==> src/hw/rtl/lzo_pkg.sv <==
// layer z-order manager package: widths, request and status codes,
// control and status structs shared by the sequencer and the step counter
// depends on nothing
`default_nettype none

package lzo_pkg;

    localparam int MAX_LAYERS = 16;
    localparam int SLOT_W     = 4;
    localparam int HEIGHT_W   = 5;
    localparam int CNT_W      = 5;

    localparam logic [1:0] MODE_ALLOC = 2'd0;
    localparam logic [1:0] MODE_SET   = 2'd1;
    localparam logic [1:0] MODE_FREE  = 2'd2;
    localparam logic [1:0] MODE_QUERY = 2'd3;

    localparam logic [1:0] ST_OK     = 2'd0;
    localparam logic [1:0] ST_FULL   = 2'd1;
    localparam logic [1:0] ST_UNUSED = 2'd2;

    localparam logic signed [HEIGHT_W-1:0] HIDDEN = -5'sd1;

    typedef struct packed {
        logic              load;
        logic              step;
        logic              up;
        logic [SLOT_W-1:0] start;
        logic [CNT_W-1:0]  count;
    } step_ctl_t;

    typedef struct packed {
        logic [SLOT_W-1:0] cur;
        logic [SLOT_W-1:0] nxt;
        logic [SLOT_W-1:0] nxt2;
        logic              last;
        logic              empty;
    } step_stat_t;

endpackage

`default_nettype wire

==> src/hw/rtl/layer_z_order_manager.sv <==
// request flow, input transfer to result: allocate goes idle, scan, done (one slot scanned a cycle)
// set height / free that moves a layer: idle, eval, prime, shift once per layer shifted (at most 15), final, done
// query, rejected and unchanged requests: idle, eval, done; next request accepted once idle
// one request in flight at a time; a result not yet taken holds the sequencer in done
// reset (asynchronous, active low): all slots free, all heights hidden, no visible layers;
// the stack order memory is not cleared, only entries below the visible count are read
`default_nettype none

module layer_z_order_manager (
    input  wire logic                               clk,
    input  wire logic                               rst_n,
    input  wire logic                               in_valid,
    output logic                                    in_ready,
    input  wire logic [1:0]                         mode,
    input  wire logic [lzo_pkg::SLOT_W-1:0]         slot,
    input  wire logic signed [lzo_pkg::HEIGHT_W-1:0] height,
    output logic                                    out_valid,
    input  wire logic                               out_ready,
    output logic [1:0]                              status,
    output logic [lzo_pkg::SLOT_W-1:0]              slot_out,
    output logic signed [lzo_pkg::HEIGHT_W-1:0]     height_out,
    output logic [lzo_pkg::CNT_W-1:0]               visible_count
);
    import lzo_pkg::*;

    // sequencer states
    localparam logic [2:0] S_IDLE  = 3'd0;
    localparam logic [2:0] S_EVAL  = 3'd1;
    localparam logic [2:0] S_SCAN  = 3'd2;
    localparam logic [2:0] S_PRIME = 3'd3;
    localparam logic [2:0] S_SHIFT = 3'd4;
    localparam logic [2:0] S_FINAL = 3'd5;
    localparam logic [2:0] S_DONE  = 3'd6;

    logic [2:0] state_reg;
    logic [2:0] state_next;

    // per-slot state: in-use flags and heights live in flops
    logic [MAX_LAYERS-1:0]         in_use_reg;
    logic signed [HEIGHT_W-1:0]    height_reg [MAX_LAYERS];
    logic [CNT_W-1:0]              vt_reg;

    // latched request
    logic [1:0]                    mode_reg;
    logic [SLOT_W-1:0]             slot_reg;
    logic signed [HEIGHT_W-1:0]    req_reg;

    // move bookkeeping
    logic signed [HEIGHT_W-1:0]    tgt_reg;
    logic                          ins_reg;
    logic                          vt_inc_reg;
    logic                          vt_dec_reg;

    // pending result
    logic [1:0]                    res_status_reg;
    logic [SLOT_W-1:0]             res_slot_reg;
    logic signed [HEIGHT_W-1:0]    res_height_reg;

    logic in_xfer;
    logic out_free;

    // shared step counter and order memory
    step_ctl_t  step_ctl;
    step_stat_t step_stat;

    logic              mem_we;
    logic [SLOT_W-1:0] mem_waddr;
    logic [SLOT_W-1:0] mem_wdata;
    logic [SLOT_W-1:0] mem_raddr;
    logic [SLOT_W-1:0] mem_rdata;

    // evaluation of a set-height or free request
    logic signed [HEIGHT_W-1:0] old_h;
    logic signed [CNT_W:0]      old6;
    logic signed [CNT_W:0]      vt6;
    logic signed [CNT_W:0]      top6;
    logic signed [CNT_W:0]      req6;
    logic signed [CNT_W:0]      clamp6;
    logic signed [CNT_W:0]      tgt6;
    logic                       slot_ok;
    logic                       mv_ins;
    logic                       mv_inc;
    logic                       mv_dec;
    logic                       mv_up;
    logic [SLOT_W-1:0]          mv_start;
    logic signed [CNT_W:0]      mv_diff;

    // visibility flags, used by the consistency checks
    logic [MAX_LAYERS-1:0] vis_vec;

    assign in_ready = (state_reg == S_IDLE);
    assign in_xfer  = in_valid && in_ready;
    assign out_free = !out_valid || out_ready;

    lzo_step_unit u_step (
        .clk   (clk),
        .rst_n (rst_n),
        .ctl   (step_ctl),
        .stat  (step_stat)
    );

    lzo_order_mem u_order (
        .clk   (clk),
        .we    (mem_we),
        .waddr (mem_waddr),
        .wdata (mem_wdata),
        .raddr (mem_raddr),
        .rdata (mem_rdata)
    );

    // clamp the requested height and pick the shift direction
    always_comb
    begin
        old_h   = height_reg[slot_reg];
        slot_ok = in_use_reg[slot_reg];
        old6    = (CNT_W+1)'(old_h);
        vt6     = signed'({1'b0, vt_reg});
        req6    = (CNT_W+1)'(req_reg);
        // a visible layer may reach the top entry, a hidden one lands above it
        top6    = old_h[HEIGHT_W-1] ? vt6 : vt6 - 6'sd1;
        clamp6  = (req6 < -6'sd1) ? -6'sd1 : req6;
        tgt6    = (clamp6 > top6) ? top6 : clamp6;
        if (mode_reg == MODE_FREE)
        begin
            tgt6 = -6'sd1;
        end

        mv_ins   = 1'b1;
        mv_inc   = 1'b0;
        mv_dec   = 1'b0;
        mv_up    = 1'b0;
        mv_start = old6[SLOT_W-1:0];
        mv_diff  = old6 - tgt6;
        if (old6 > tgt6)
        begin
            if (tgt6 < 6'sd0)
            begin
                // leaving the visible stack: close the gap above
                mv_ins  = 1'b0;
                mv_dec  = 1'b1;
                mv_up   = 1'b1;
                mv_diff = vt6 - 6'sd1 - old6;
            end
        end
        else if (old6 >= 6'sd0)
        begin
            // moving up inside the stack
            mv_up   = 1'b1;
            mv_diff = tgt6 - old6;
        end
        else
        begin
            // entering the visible stack: open a gap at the target
            mv_inc   = 1'b1;
            mv_start = vt_reg[SLOT_W-1:0];
            mv_diff  = vt6 - tgt6;
        end
    end

    // next state and step counter control
    always_comb
    begin
        state_next     = state_reg;
        step_ctl       = '0;
        step_ctl.start = mv_start;
        step_ctl.count = mv_diff[CNT_W-1:0];
        step_ctl.up    = mv_up;
        unique case (state_reg)
            S_IDLE:
            begin
                if (in_xfer)
                begin
                    if (mode == MODE_ALLOC)
                    begin
                        // scan slots upward from slot zero
                        step_ctl.load  = 1'b1;
                        step_ctl.up    = 1'b1;
                        step_ctl.start = '0;
                        step_ctl.count = CNT_W'(MAX_LAYERS);
                        state_next     = S_SCAN;
                    end
                    else
                    begin
                        state_next = S_EVAL;
                    end
                end
            end
            S_EVAL:
            begin
                state_next = S_DONE;
                if ((mode_reg == MODE_SET || mode_reg == MODE_FREE) && slot_ok &&
                    (tgt6 != old6))
                begin
                    step_ctl.load = 1'b1;
                    state_next    = S_PRIME;
                end
            end
            S_SCAN:
            begin
                if (!in_use_reg[step_stat.cur] || step_stat.last)
                begin
                    state_next = S_DONE;
                end
                else
                begin
                    step_ctl.step = 1'b1;
                end
            end
            S_PRIME:
            begin
                state_next = step_stat.empty ? S_FINAL : S_SHIFT;
            end
            S_SHIFT:
            begin
                step_ctl.step = 1'b1;
                if (step_stat.last)
                begin
                    state_next = S_FINAL;
                end
            end
            S_FINAL:
            begin
                state_next = S_DONE;
            end
            S_DONE:
            begin
                if (out_free)
                begin
                    state_next = S_IDLE;
                end
            end
            default:
            begin
                state_next = S_IDLE;
            end
        endcase
    end

    // order memory port: shift moves one entry a cycle, read runs one step ahead
    always_comb
    begin
        mem_we    = 1'b0;
        mem_waddr = step_stat.cur;
        mem_wdata = mem_rdata;
        mem_raddr = step_stat.nxt;
        if (state_reg == S_SHIFT)
        begin
            mem_we    = 1'b1;
            mem_raddr = step_stat.nxt2;
        end
        else if (state_reg == S_FINAL && ins_reg)
        begin
            mem_we    = 1'b1;
            mem_waddr = tgt_reg[SLOT_W-1:0];
            mem_wdata = slot_reg;
        end
    end

    always_ff @(posedge clk or negedge rst_n)
    begin
        if (!rst_n)
        begin
            state_reg  <= S_IDLE;
            in_use_reg <= '0;
            vt_reg     <= '0;
            out_valid  <= 1'b0;
            for (int i = 0; i < MAX_LAYERS; i++)
            begin
                height_reg[i] <= HIDDEN;
            end
        end
        else
        begin
            state_reg <= state_next;
            unique case (state_reg)
                S_EVAL:
                begin
                    if ((mode_reg == MODE_SET || mode_reg == MODE_FREE) && slot_ok &&
                        (tgt6 != old6))
                    begin
                        height_reg[slot_reg] <= tgt6[HEIGHT_W-1:0];
                    end
                end
                S_SCAN:
                begin
                    if (!in_use_reg[step_stat.cur])
                    begin
                        in_use_reg[step_stat.cur] <= 1'b1;
                        height_reg[step_stat.cur] <= HIDDEN;
                    end
                end
                S_SHIFT:
                begin
                    // renumber the layer that just moved
                    height_reg[mem_rdata] <= signed'({1'b0, step_stat.cur});
                end
                S_FINAL:
                begin
                    if (vt_inc_reg)
                    begin
                        vt_reg <= vt_reg + CNT_W'(1);
                    end
                    else if (vt_dec_reg)
                    begin
                        vt_reg <= vt_reg - CNT_W'(1);
                    end
                end
                S_DONE:
                begin
                    if (out_free)
                    begin
                        if (mode_reg == MODE_FREE && res_status_reg == ST_OK)
                        begin
                            in_use_reg[slot_reg] <= 1'b0;
                        end
                    end
                end
                default:
                begin
                end
            endcase

            if (state_reg == S_DONE && out_free)
            begin
                out_valid <= 1'b1;
            end
            else if (out_ready)
            begin
                out_valid <= 1'b0;
            end
        end
    end

    // request, move and result payload
    always_ff @(posedge clk)
    begin
        if (in_xfer)
        begin
            mode_reg <= mode;
            slot_reg <= slot;
            req_reg  <= height;
        end

        case (state_reg)
            S_EVAL:
            begin
                tgt_reg      <= tgt6[HEIGHT_W-1:0];
                ins_reg      <= mv_ins;
                vt_inc_reg   <= mv_inc;
                vt_dec_reg   <= mv_dec;
                res_slot_reg <= slot_reg;
                if (mode_reg == MODE_QUERY)
                begin
                    res_status_reg <= ST_OK;
                    res_height_reg <= old_h;
                end
                else if (!slot_ok)
                begin
                    res_status_reg <= ST_UNUSED;
                    res_height_reg <= HIDDEN;
                end
                else
                begin
                    res_status_reg <= ST_OK;
                    res_height_reg <= tgt6[HEIGHT_W-1:0];
                end
            end
            S_SCAN:
            begin
                res_height_reg <= HIDDEN;
                if (!in_use_reg[step_stat.cur])
                begin
                    res_status_reg <= ST_OK;
                    res_slot_reg   <= step_stat.cur;
                end
                else
                begin
                    res_status_reg <= ST_FULL;
                    res_slot_reg   <= '0;
                end
            end
            S_DONE:
            begin
                if (out_free)
                begin
                    status        <= res_status_reg;
                    slot_out      <= res_slot_reg;
                    height_out    <= res_height_reg;
                    visible_count <= vt_reg;
                end
            end
            default:
            begin
            end
        endcase
    end

    always_comb
    begin
        for (int i = 0; i < MAX_LAYERS; i++)
        begin
            vis_vec[i] = !height_reg[i][HEIGHT_W-1];
        end
    end

    // visible count never exceeds the pool
    a_vt_range: assert property (@(posedge clk) disable iff (!rst_n)
        vt_reg <= CNT_W'(MAX_LAYERS))
        else $error("visible count beyond pool size");

    // between requests the visible count matches the layers with a height
    a_vt_consistent: assert property (@(posedge clk) disable iff (!rst_n)
        (state_reg == S_IDLE) |-> ($countones(vis_vec) == 32'(vt_reg)))
        else $error("visible count out of step with layer heights");

    // a shift step is only taken while steps remain
    a_shift_steps: assert property (@(posedge clk) disable iff (!rst_n)
        (state_reg == S_SHIFT) |-> !step_stat.empty)
        else $error("shift ran past its step count");

    // between requests no free slot holds a visible height
    a_free_hidden: assert property (@(posedge clk) disable iff (!rst_n)
        (state_reg == S_IDLE) |-> ((vis_vec & ~in_use_reg) == '0))
        else $error("free slot left in the visible stack");

    // an accepted transfer always leaves idle
    a_accept_busy: assert property (@(posedge clk) disable iff (!rst_n)
        in_xfer |=> (state_reg != S_IDLE))
        else $error("request accepted but sequencer stayed idle");

endmodule

`default_nettype wire

==> src/hw/rtl/lzo_order_mem.sv <==
// stack order memory: slot number held at each stacking height
// one write port, one read port with registered read data; uses lzo_pkg
`default_nettype none

module lzo_order_mem (
    input  wire logic                      clk,
    input  wire logic                      we,
    input  wire logic [lzo_pkg::SLOT_W-1:0] waddr,
    input  wire logic [lzo_pkg::SLOT_W-1:0] wdata,
    input  wire logic [lzo_pkg::SLOT_W-1:0] raddr,
    output logic      [lzo_pkg::SLOT_W-1:0] rdata
);
    import lzo_pkg::*;

    logic [SLOT_W-1:0] mem [MAX_LAYERS];

    always_ff @(posedge clk)
    begin
        if (we)
        begin
            mem[waddr] <= wdata;
        end
        rdata <= mem[raddr];
    end

endmodule

`default_nettype wire

==> src/hw/rtl/lzo_step_unit.sv <==
// shared step counter: height cursor with direction and remaining-step count
// used for the free-slot scan and for every stack shift; uses lzo_pkg
`default_nettype none

module lzo_step_unit (
    input  wire logic               clk,
    input  wire logic               rst_n,
    input  wire lzo_pkg::step_ctl_t ctl,
    output lzo_pkg::step_stat_t     stat
);
    import lzo_pkg::*;

    logic [SLOT_W-1:0] h_reg;
    logic [SLOT_W-1:0] h_next;
    logic [CNT_W-1:0]  left_reg;
    logic [CNT_W-1:0]  left_next;
    logic              up_reg;
    logic              up_next;
    logic [SLOT_W-1:0] step1;
    logic [SLOT_W-1:0] step2;

    assign step1 = up_reg ? h_reg + SLOT_W'(1) : h_reg - SLOT_W'(1);
    assign step2 = up_reg ? h_reg + SLOT_W'(2) : h_reg - SLOT_W'(2);

    always_comb
    begin
        h_next    = h_reg;
        left_next = left_reg;
        up_next   = up_reg;
        if (ctl.load)
        begin
            h_next    = ctl.start;
            left_next = ctl.count;
            up_next   = ctl.up;
        end
        else if (ctl.step)
        begin
            h_next    = step1;
            left_next = left_reg - CNT_W'(1);
        end
    end

    always_ff @(posedge clk or negedge rst_n)
    begin
        if (!rst_n)
        begin
            h_reg    <= '0;
            left_reg <= '0;
            up_reg   <= 1'b0;
        end
        else
        begin
            h_reg    <= h_next;
            left_reg <= left_next;
            up_reg   <= up_next;
        end
    end

    assign stat.cur   = h_reg;
    assign stat.nxt   = step1;
    assign stat.nxt2  = step2;
    assign stat.last  = (left_reg == CNT_W'(1));
    assign stat.empty = (left_reg == '0);

endmodule

`default_nettype wire
==> config.mk <==
export PLATFORM = sky130hd
export DESIGN_NAME = layer_z_order_manager
export DESIGN_NICKNAME = d
export VERILOG_FILES = /design/src/hw/rtl/lzo_pkg.sv /design/src/hw/rtl/layer_z_order_manager.sv /design/src/hw/rtl/lzo_order_mem.sv /design/src/hw/rtl/lzo_step_unit.sv
export SDC_FILE = /design/constraint.sdc
export NUM_CORES = 1
export LEC_CHECK = 0
export BUFFER_PORTS_ARGS = -buffer_cell sky130_fd_sc_hd__buf_4
export CORE_ASPECT_RATIO = 1.75
export CORE_MARGIN = 2
export CORE_UTILIZATION = 45
export CTS_BUF_LIST = sky130_fd_sc_hd__clkbuf_4
export DETAILED_ROUTE_END_ITERATION = 8
export GPL_TIMING_DRIVEN = 0
export HOLD_SLACK_MARGIN = 0.12
export SLEW_MARGIN = 25
export SYNTH_ARGS = -nofsm -noshare
export SYNTH_HDL_FRONTEND = slang
export SYNTH_SLANG_ARGS = --single-unit
==> constraint.sdc <==
create_clock -name clk -period 5.4 [get_ports clk]
set_clock_uncertainty 0.15 [all_clocks]
set_input_delay 0 -clock clk [delete_from_list [all_inputs] [get_ports clk]]
set_output_delay 0 -clock clk [all_outputs]
set_load 0.02 [all_outputs]
==> summary by stage <==
Logic synthesis
Synthesis produced a netlist with a net count of roughly 1300. By area the synthesized netlist is led by sky130_fd_sc_hd__edfxtp_1 (25%), sky130_fd_sc_hd__dfstp_2 (16%), sky130_fd_sc_hd__mux4_2 (7.1%). After synthesis, the largest family of logic cells by area is compound AO/OA/AOI/OAI gates. sky130_fd_sc_hd__edfxtp_1 takes more of the synthesized area than any other cell. The synthesized flop and latch total is 228. Of the total synthesized cell area, the portion taken by full adders, half adders and majority gates is 4.42%.

The count of flip-flops with a built-in enable after synthesis is around 110. The post-synthesis instance total is ~1200. The mean instance size in the synthesized netlist is 10.6 um2. The share of the Yosys chip area taken by registers is between 40% and 50%. Of all flip-flops after synthesis, the portion carrying an async set or reset was roughly half. The Yosys step of the flow raised 0 warnings. The post-synthesis compound-gate area fraction is 16.0%.

Summed over its instances, the top area cell type makes up between 20% and 30% of the synthesized netlist area. The share of the synthesized netlist area taken by xor and xnor gates is under 10%. The cell area that synthesis handed to floorplanning was around 13000 um2.

The number of unique standard cell types used by synthesis is 74. The dominant register cell in the synthesized netlist is sky130_fd_sc_hd__edfxtp_1. The post-synthesis mux area share is between 10% and 20%.

The simple logic cell fraction of the synthesized area is ~14%.

Placed design
The count of buffers added on input and output ports is 32. The congestion estimate from routability-driven global placement came to about 1. The final HPWL from detailed placement is about 32 mm.

Critical path
The slowest stage of the critical path is the sky130_fd_sc_hd__edfxtp_1 cell. Setup slack on the worst reg-to-reg path comes out at about 0.076 ns. STA classifies the critical path endpoint as a flip-flop.

For the worst setup path, the data arrival time is 5.81 ns. The critical path buffer and inverter count is 6. In this design, the stage delay of the slowest critical-path cell is roughly 0.59 ns. In this run the worst path has a maximum fanout of 7. The kind of cell with the highest combined delay on the critical path is simple AND/OR/NAND/NOR gates.

The count of cells along the worst register-to-register path is 25. In this run the critical register-to-register path is launched from slot_reg[3]. At the worst endpoint, the required time is ~5.9 ns. The worst setup path is launched from a flip-flop. By startpoint and endpoint, the worst setup path is classified as reg -> reg.

Timing
For the pin with the worst max-slew slack, the measured transition is 1.01 ns. The final setup violation count is 0. The hold violation count in the final report was 0. Dividing the final minimum period by the clock period gives a little over nine tenths.

Setup repair after global routing could not meet its margin everywhere. The achievable frequency is between 0.15 and 0.2 GHz. The headroom to the max-slew limit is between 30% and 40%.

Counting I/O delays and the setup requirement, the final critical path takes roughly 5.3 ns. The number of pins with negative max-slew slack in the final report is 0.

Detailed routing
Across all layers, the routed design uses 11200 vias. In the final routed layout, each cell accounts on average for between 20 and 25 um. The number of search-and-repair iterations in the first detailed-routing pass is 5. The total detailed-routing wirelength is around 45 mm.

The vias per cell is approximately 6. The final antenna-violating net count is 0. For this run, design rule violations remaining after detail routing come to 0. The detailed router finished its first iteration with 830 violations.

Final layout
The share of layout cells above drive strength 1 is 30.5%. After the last flow step, the layout net total stands at roughly 1500. The total of fill cells in the finished design is between 2000 and 3000. The synthesis-to-layout area growth is 22.7%. The fraction of the core area covered by cells at the end of the flow is between 50% and 60%.

Power
The maximum vdd ir drop is between 0.3 and 0.4 mV. The areal power density over the cells is 704 nW/um2. Summing internal, switching and leakage power gives between 10 and 15 mW. For this design the static power due to leakage is around 5.8 nW.

Hold path
In this run the most critical hold path is launched from res_height_reg[1]. For hold timing, the worst endpoint is height_out[1]. The worst hold path class is reg -> reg.

The worst hold path cell count is 0.

Global route
The first global-routing pass estimated 67.0 mm of wire. The total congestion overflow after global routing is 0. The initial antenna violation count is 1.

Global routing consumed, over all layers together, 29.5% of the routing resources. The maximum number of pins on one net before global-route repair is 69. The number of global-route vias before repair is approximately 12000.

Status
The flow ran to the end, and the final reports show no timing, DRC or antenna violations.

Clock network
The insertion delay to the later sink of the worst-skew pair is about 0.76 ns. In this run the deepest clock path goes through 3 buffers. The cell at the root of the clock tree is sky130_fd_sc_hd__clkbuf_4. The clock input transition at the sequential cells of the worst setup and hold paths is around 0.070 ns. TritonCTS built the clock tree. The depth of the CTS H-tree is 2. The clock drives 228 sinks.

Counting the buffers created by CTS gives 57.

Job
Max-cap violations in this run came to 0.

Floorplan
The initial utilization of the core area, before any placement, comes to a little under half. The top-level port count is 33. The floorplan step defined a core boundary enclosing about 29000 um2. The horizontal extent of the die is between 100 and 150 um. Row generation in the floorplan step produced 82 rows. The die area is 30300 um2.

The die outline height is approximately 230 um.
routing by layer:
| metal | vias to the layer above | wire, um | track usage (%) |
|---|---|---|---|
| li1 | 4987 | - | - |
| met1 | 5465 | 14600 | 28.6 |
| met2 | 509 | 23400 | 53.3 |
| met3 | 230 | 2590 | 5.28 |
| met4 | 0 | 4330 | 24.9 |
| met5 | - | 0 | 0 |
cell type report:
cell class                 count  area, um2  area share, %
multi-input combinational    893       6610           41.4
sequential                   228       6330           39.7
timing repair buffer         130       1220           7.65
clock buffer                  76        571           3.57
tap                          378        473           2.96
buffer                        62        389           2.44
clock inverter                31        193           1.21
inverter                      37        176           1.11
antenna                        1       2.50         0.0157
synth_stat cells (20+ instances only):
library cell / count
sky130_fd_sc_hd__mux4_2: 41
sky130_fd_sc_hd__buf_2: 20
sky130_fd_sc_hd__dfrtp_1: 35
sky130_fd_sc_hd__edfxtp_1: 109
sky130_fd_sc_hd__nor3_1: 20
sky130_fd_sc_hd__dfstp_2: 80
sky130_fd_sc_hd__xnor2_1: 26
sky130_fd_sc_hd__ha_1: 34
sky130_fd_sc_hd__a21oi_1: 77
sky130_fd_sc_hd__nand4_1: 21
sky130_fd_sc_hd__nand2_1: 156
sky130_fd_sc_hd__inv_1: 35
sky130_fd_sc_hd__a221oi_1: 66
sky130_fd_sc_hd__o21ai_0: 118
sky130_fd_sc_hd__nor2_1: 147
sky130_fd_sc_hd__clkbuf_1: 42
worst max path at each step:
| stage | startpoint | end | slack [ns] | cells after the start |
|---|---|---|---|---|
| floorplan | slot_reg[0] | u_step.left_reg[1] | 0.009 | 31 |
| global placement | slot_reg[1] | flip-flop | -1.54 | 29 |
| detailed placement | slot_reg[1] | flip-flop | -1.56 | 29 |
| CTS | slot_reg[0] | flip-flop | -0.1 | 29 |
| global route | slot_reg[0] | u_step.left_reg[1] | -0.07 | 25 |
| finish | slot_reg[3] | flip-flop | 0.08 | 25 |
metrics by stage:
| step | area, um2 | setup slack [ns] | setup TNS, ns | instances | hold WS, ns |
|---|---|---|---|---|---|
| after CTS | 15800 | -0.0963 | -0.595 | 1827 | 0.257 |
| after global routing | 16000 | -0.0664 | -0.432 | 1836 | 0.273 |
| after floorplan | 13100 | 0.00879 | 0 | 1229 | -0.446 |
| after detailed placement | 13900 | -1.56 | -133.16 | 1641 | 0.0299 |
| final | 16000 | 0.0762 | 0 | 1836 | 0.264 |
| after global placement | 13800 | -1.54 | -130.50 | 1639 | 0.0283 |
where the power goes:
part           switching, mW  total (mW)  internal (mW)  leakage, nW
Sequential             0.301        2.86           2.56         2.21
Combinational           4.05        6.85           2.80         3.10
Clock                  0.762        1.53          0.766        0.446
cells in the final DEF (no fill, tap or decap), types with 6 or more instances in the layout:
cell / count
sky130_fd_sc_hd__mux2i_1: 11
sky130_fd_sc_hd__clkbuf_4: 77
sky130_fd_sc_hd__nor2b_1: 8
sky130_fd_sc_hd__o22ai_1: 7
sky130_fd_sc_hd__clkbuf_1: 36
sky130_fd_sc_hd__o21ai_1: 24
sky130_fd_sc_hd__dfrtp_1: 35
sky130_fd_sc_hd__buf_4: 84
sky130_fd_sc_hd__clkinv_2: 8
sky130_fd_sc_hd__o21ai_0: 102
sky130_fd_sc_hd__dfstp_2: 80
sky130_fd_sc_hd__clkinv_1: 18
sky130_fd_sc_hd__nand3_1: 16
sky130_fd_sc_hd__xnor2_1: 23
sky130_fd_sc_hd__nand4_1: 21
sky130_fd_sc_hd__xor2_1: 6
sky130_fd_sc_hd__mux2_2: 9
sky130_fd_sc_hd__inv_1: 28
sky130_fd_sc_hd__edfxtp_1: 109
sky130_fd_sc_hd__a21oi_2: 11
sky130_fd_sc_hd__ha_4: 7
sky130_fd_sc_hd__or2_2: 9
sky130_fd_sc_hd__ha_1: 26
sky130_fd_sc_hd__buf_12: 6
sky130_fd_sc_hd__a21oi_1: 66
sky130_fd_sc_hd__nor3_1: 17
sky130_fd_sc_hd__buf_8: 8
sky130_fd_sc_hd__mux4_2: 43
sky130_fd_sc_hd__nand2_1: 147
sky130_fd_sc_hd__nand2_2: 8
sky130_fd_sc_hd__buf_2: 8
sky130_fd_sc_hd__buf_6: 12
sky130_fd_sc_hd__a221oi_1: 65
sky130_fd_sc_hd__nand2b_1: 6
sky130_fd_sc_hd__a21o_1: 10
sky130_fd_sc_hd__dlygate4sd3_1: 28
sky130_fd_sc_hd__nor2_1: 138
sky130_fd_sc_hd__mux4_1: 7
what timing repair did:
item,4_1_cts,5_1_grt
setup buffers,49,16
endpoints found under the setup margin,95,93
hold buffers,29,0
gates resized for setup,117,45
cloned,3,0
hold endpoints to repair,183,0
pin swaps,63,34
logic make-up after synthesis:
group,Yosys count
DFF,228
AOI/OAI and AO/OA,327
muxes,71
buffers and inverters,108
adders and majority gates,42
xor gates and xnor gates,34
and+or+nand+nor,419
Power figures use the tool's default switching activity.
